**src/rtl/kst_pkg.sv**
```systemverilog
package kst_pkg;

  localparam int unsigned KEY_W  = 12;
  localparam int unsigned AMT_W  = 32;
  localparam int unsigned RANK_W = 32;

  // input word, mode 1 = add amount to key, mode 0 = find rank and take one
  typedef struct packed {
    logic                    mode;
    logic [KEY_W-1:0]        key;
    logic signed [AMT_W-1:0] amount;
    logic [RANK_W-1:0]       rank;
  } kst_in_t;

  typedef struct packed {
    logic [KEY_W-1:0] found_key;
    logic             found;
  } kst_out_t;

  typedef enum logic [2:0] {
    ST_CLEAR,
    ST_IDLE,
    ST_EFF,
    ST_CHK,
    ST_DESC,
    ST_LEAF,
    ST_UP
  } kst_state_t;

  typedef enum logic [2:0] {
    DP_IDLE,
    DP_CLEAR,
    DP_LOAD,
    DP_EFF,
    DP_CHK,
    DP_DESC,
    DP_LEAF,
    DP_UP
  } kst_op_t;

  typedef struct packed {
    kst_op_t op;
    logic    out_load;
  } kst_cmd_t;

  typedef struct packed {
    logic clr_last;
    logic in_upd;
    logic upd_skip;
    logic rank_bad;
    logic leaf_next;
    logic leaf_ok;
    logic at_root;
  } kst_sts_t;

endpackage

```
**src/rtl/kst_ctrl.sv**
```systemverilog
module kst_ctrl (
  input  logic              clk,
  input  logic              rst_n,
  input  logic              in_valid,
  output logic              in_ready,
  output logic              out_valid,
  input  logic              out_ready,
  input  kst_pkg::kst_sts_t sts,
  output kst_pkg::kst_cmd_t cmd
);
  import kst_pkg::*;

  kst_state_t state_r, state_nxt;
  logic       out_valid_r, out_valid_nxt;
  logic       slot_free;

  assign slot_free = !out_valid_r || out_ready;

  always_ff @(posedge clk) begin
    if (!rst_n) begin
      state_r     <= ST_CLEAR;
      out_valid_r <= 1'b0;
    end else begin
      state_r     <= state_nxt;
      out_valid_r <= out_valid_nxt;
    end
  end

  always_comb begin
    state_nxt    = state_r;
    cmd.op       = DP_IDLE;
    cmd.out_load = 1'b0;
    in_ready     = 1'b0;
    unique case (state_r)
      ST_CLEAR: begin
        cmd.op = DP_CLEAR;
        if (sts.clr_last) begin
          state_nxt = ST_IDLE;
        end
      end
      ST_IDLE: begin
        in_ready = 1'b1;
        if (in_valid) begin
          cmd.op    = DP_LOAD;
          state_nxt = sts.in_upd ? ST_EFF : ST_CHK;
        end
      end
      ST_EFF: begin
        cmd.op    = DP_EFF;
        state_nxt = sts.upd_skip ? ST_IDLE : ST_UP;
      end
      ST_CHK: begin
        cmd.op = DP_CHK;
        if (!sts.rank_bad) begin
          state_nxt = ST_DESC;
        end else if (slot_free) begin
          cmd.out_load = 1'b1;
          state_nxt    = ST_IDLE;
        end
      end
      ST_DESC: begin
        cmd.op = DP_DESC;
        if (sts.leaf_next) begin
          state_nxt = ST_LEAF;
        end
      end
      ST_LEAF: begin
        cmd.op = DP_LEAF;
        if (slot_free) begin
          cmd.out_load = 1'b1;
          state_nxt    = sts.leaf_ok ? ST_UP : ST_IDLE;
        end
      end
      ST_UP: begin
        cmd.op = DP_UP;
        if (sts.at_root) begin
          state_nxt = ST_IDLE;
        end
      end
      default: begin
        state_nxt = ST_CLEAR;
      end
    endcase
  end

  assign out_valid_nxt = cmd.out_load || (out_valid_r && !out_ready);
  assign out_valid     = out_valid_r;

endmodule

```
**config.mk**
```make
export PLATFORM = sky130hd
export DESIGN_NAME = kst_ctrl
export DESIGN_NICKNAME = d
export VERILOG_FILES = /design/src/rtl/kst_pkg.sv /design/src/rtl/kst_ctrl.sv
export SDC_FILE = /design/constraint.sdc
export NUM_CORES = 1
export LEC_CHECK = 0
export ABC_AREA = 1
export BUFFER_PORTS_ARGS = -buffer_cell sky130_fd_sc_hd__clkbuf_2
export CORE_AREA = 2 2 39 41
export CTS_CLUSTER_SIZE = 16
export DETAILED_ROUTE_END_ITERATION = 10
export DIE_AREA = 0 0 41 43
export GPL_ROUTABILITY_DRIVEN = 1
export HOLD_SLACK_MARGIN = 0.06
export PLACE_DENSITY = 0.64
export SYNTH_ARGS = -nofsm -noshare
export SYNTH_HDL_FRONTEND = slang
export SYNTH_SLANG_ARGS = --single-unit
```
**constraint.sdc**
```tcl
create_clock -name clk -period 1.5 [get_ports clk]
set_clock_uncertainty 0.2 [all_clocks]
set_input_delay 0.3 -clock clk [delete_from_list [all_inputs] [get_ports clk]]
set_output_delay 0.3 -clock clk [all_outputs]
set_load 0.05 [all_outputs]
```
==> impl_metrics.json <==
{
  "status": "complete, but fails checks",
  "violations": "negative setup slack",
  "dp_slack_ns": -0.161,
  "insertion_delay_ns": 0.23,
  "highest_layer": "met3",
  "r2r_slack_ns": -0.14,
  "fmax_mhz": 567,
  "holdCritPathClass": "in2reg",
  "whs_endpoint": "out_valid",
  "fp.dieH_um": 43,
  "critPathSlowestCell": "dfxtp_4",
  "synthTopCellsByCount": "nand2_1, inv_1, nor2_1",
  "ant_nets": 0,
  "cts_root_buf": "clkbuf_4",
  "rows": 14,
  "maxSlewHeadroom": 0.817,
  "firstDrtPassIters": 4,
  "yosys_most_used_dff": "dfxtp_1",
  "drv_cap": 0,
  "path_cells": "buf_4 > nand3_4 > buf_6 > a21oi_4 > buf_12",
  "gp_congestion": 0.811,
  "vdd_drop_max_v": 0.000618,
  "die-width_um": 41,
  "fp.coreArea_um2": 1380,
  "synth.distinct_cells": 18,
  "initial_utilization": 0.344,
  "cts_tree": "built",
  "area_delta_synth_final_pct": 93.9,
  "r2r_end": "state_r[2]",
  "io_pins": 17,
  "post-dp-hpwl_mm": 1.06,
  "synth_nets": 91,
  "fin_util": 0.666,
  "yosys.area.top_type": "dfxtp_1",
  "p_per_area_nw_per_um2": 1790,
  "port_buffers": 16,
  "grt-ovfl-total": 0,
  "setup_viol": 8,
  "yosysSeqAreaShare": 0.168,
  "vias": 619,
  "hold_viol": 0,
  "layout-drive-gt1-share": 0.593,
  "end_kind": "primary output",
  "placed_cells": 124,
  "cts.sinks": 4,
  "h-tree-depth": 1,
  "grtUsageTotal": 0.204,
  "cts_buffer_depth": 2,
  "critPathLaunchType": "flop",
  "wl_met1_um": 602,
  "synth_area_um2": 475,
  "drv_slew": 0,
  "grt_max_degree": 6,
  "route.met3.wl_um": 46,
  "antenna_found_initial": 0,
  "cts_buffers": 3,
  "nNetsFinal": 131,
  "critPathMaxFanout": 5,
  "routed-wl-met2_um": 808,
  "async_flop_share": 0,
  "hold_depth": 3,
  "tightest_slew_ns": 0.275,
  "arrival_ns": 1.26,
  "setup_tns_ns": -1.25,
  "synth_top_area_frac": 0.168,
  "drc": 0,
  "syn_inst": 80,
  "synth-edff-count": 0,
  "dieArea_um2": 1760,
  "cp_slowest_stage_delay_ns": 0.36,
  "reg2reg_depth": 11,
  "vias_per_cell": 4.62,
  "clk_pin_slew_worst_paths_ns": 0.04,
  "worstHoldStart": "rst_n",
  "rsz0062_at_grt": "yes",
  "grt_pass1_vias": 610,
  "netlist_top_cells_area": "dfxtp_1, nand2_1, inv_1",
  "synthMostInstantiatedCell": "nand2_1",
  "fin_cells": 134,
  "setup_slack_ns": -0.263,
  "p_leak_nw": 0.489,
  "worst_ep_required_time_ns": 1.00,
  "wl_per_cell_um": 10.9,
  "initialDrtViolationCount": 9,
  "ys_ff_latch": 4,
  "path_class": "reg2out",
  "yosys_warnings": 0,
  "holdWs_ns": 0.106,
  "antennaDiodeCount": 0,
  "grt_pass1_wl_mm": 2.50,
  "routed_wl_mm": 1.46,
  "timing.rr.start": "state_r[0]",
  "min_period_over_period": 1.18,
  "period_minus_slack_ns": 1.76,
  "postSynthAreaPerCell_um2": 5.94
}
==> routing by layer <==
metal,GRT usage,up-vias
li1,-,329
met1,0.260,273
met2,0.334,17
met3,0.0314,0
met4,0.0600,0
met5,0,-
==> flip-flops by register name (all words and copies together), names as in the netlist <==
signal and count:
out_valid 1, state_r 3
==> cell type report <==
type                            count  area (µm²)
Tap cell                           16        20.0
Timing Repair Buffer               38         329
Multi-Input combinational cell     57         390
Fill cell                         125         462
Sequential cell                     4        92.6
Inverter                           16        67.6
Clock buffer                        3        22.5
==> per-stage QoR <==
stage / cell area [µm²] / total power, mW
floorplan: 513 / 0.859
global placement: 707 / 1.10
detailed placement: 707 / 1.11
CTS: 895 / 1.58
global route: 922 / 1.75
finish: 922 / 1.65
==> critical path, delay by kind of cell (launching register included) <==
family / cells / cell delay (ns)
buf+inv: 3 / 0.42
flops: 1 / 0.36
compound gates: 1 / 0.15
simple gates: 1 / 0.10
==> timing repair <==
| item | 4_1_cts | 5_1_grt |
|---|---|---|
| pin swaps | 7 | 2 |
| setup endpoints to repair | 8 | 8 |
| hold buffers | 0 | 0 |
| buffers inserted | 7 | 0 |
| gates resized for setup | 28 | 9 |
| cloned | 0 | 0 |
| hold endpoints to repair | 0 | 0 |
==> cell usage in the layout (no fill, tap or decap), types with 2 or more instances in the layout <==
cell type	count
buf_4	17
nand2_1	15
inv_1	13
clkbuf_2	11
nor2_1	10
nand2_2	5
buf_6	5
nand3_2	4
inv_4	3
nand2_4	3
nor2_4	3
nand4_1	3
nand3_1	3
clkbuf_4	3
buf_8	3
dfxtp_4	3
nand3_4	2
a21oi_1	2
a21oi_2	2
==> worst max path at each step <==
stage,startpoint,endpoint,cells after the start
3_3_place_gp,state_r[1],cmd[0],5
4_1_cts,state_r[0],cmd[0],6
6_report,state_r[0],cmd[0],5
3_5_place_dp,state_r[0],cmd[0],6
2_1_floorplan,state_r[1],cmd[0],4
5_1_grt,state_r[0],cmd[0],6
==> report_power, final <==
part,switching [mW],internal (mW),total (mW)
Sequential,0.0524,0.152,0.204
Clock,0.0397,0.0892,0.129
Combinational,0.699,0.620,1.32
Total,0.791,0.861,1.65
==> logic make-up (layout without fill, tap and decap cells) <==
group	count (synthesis)	count (layout)	synth area share
compound gates	8	8	0.0974
flops	4	4	0.168
simple gates	49	49	0.532
buf+inv	19	57	0.203
(Power assumes the default switching activity.)
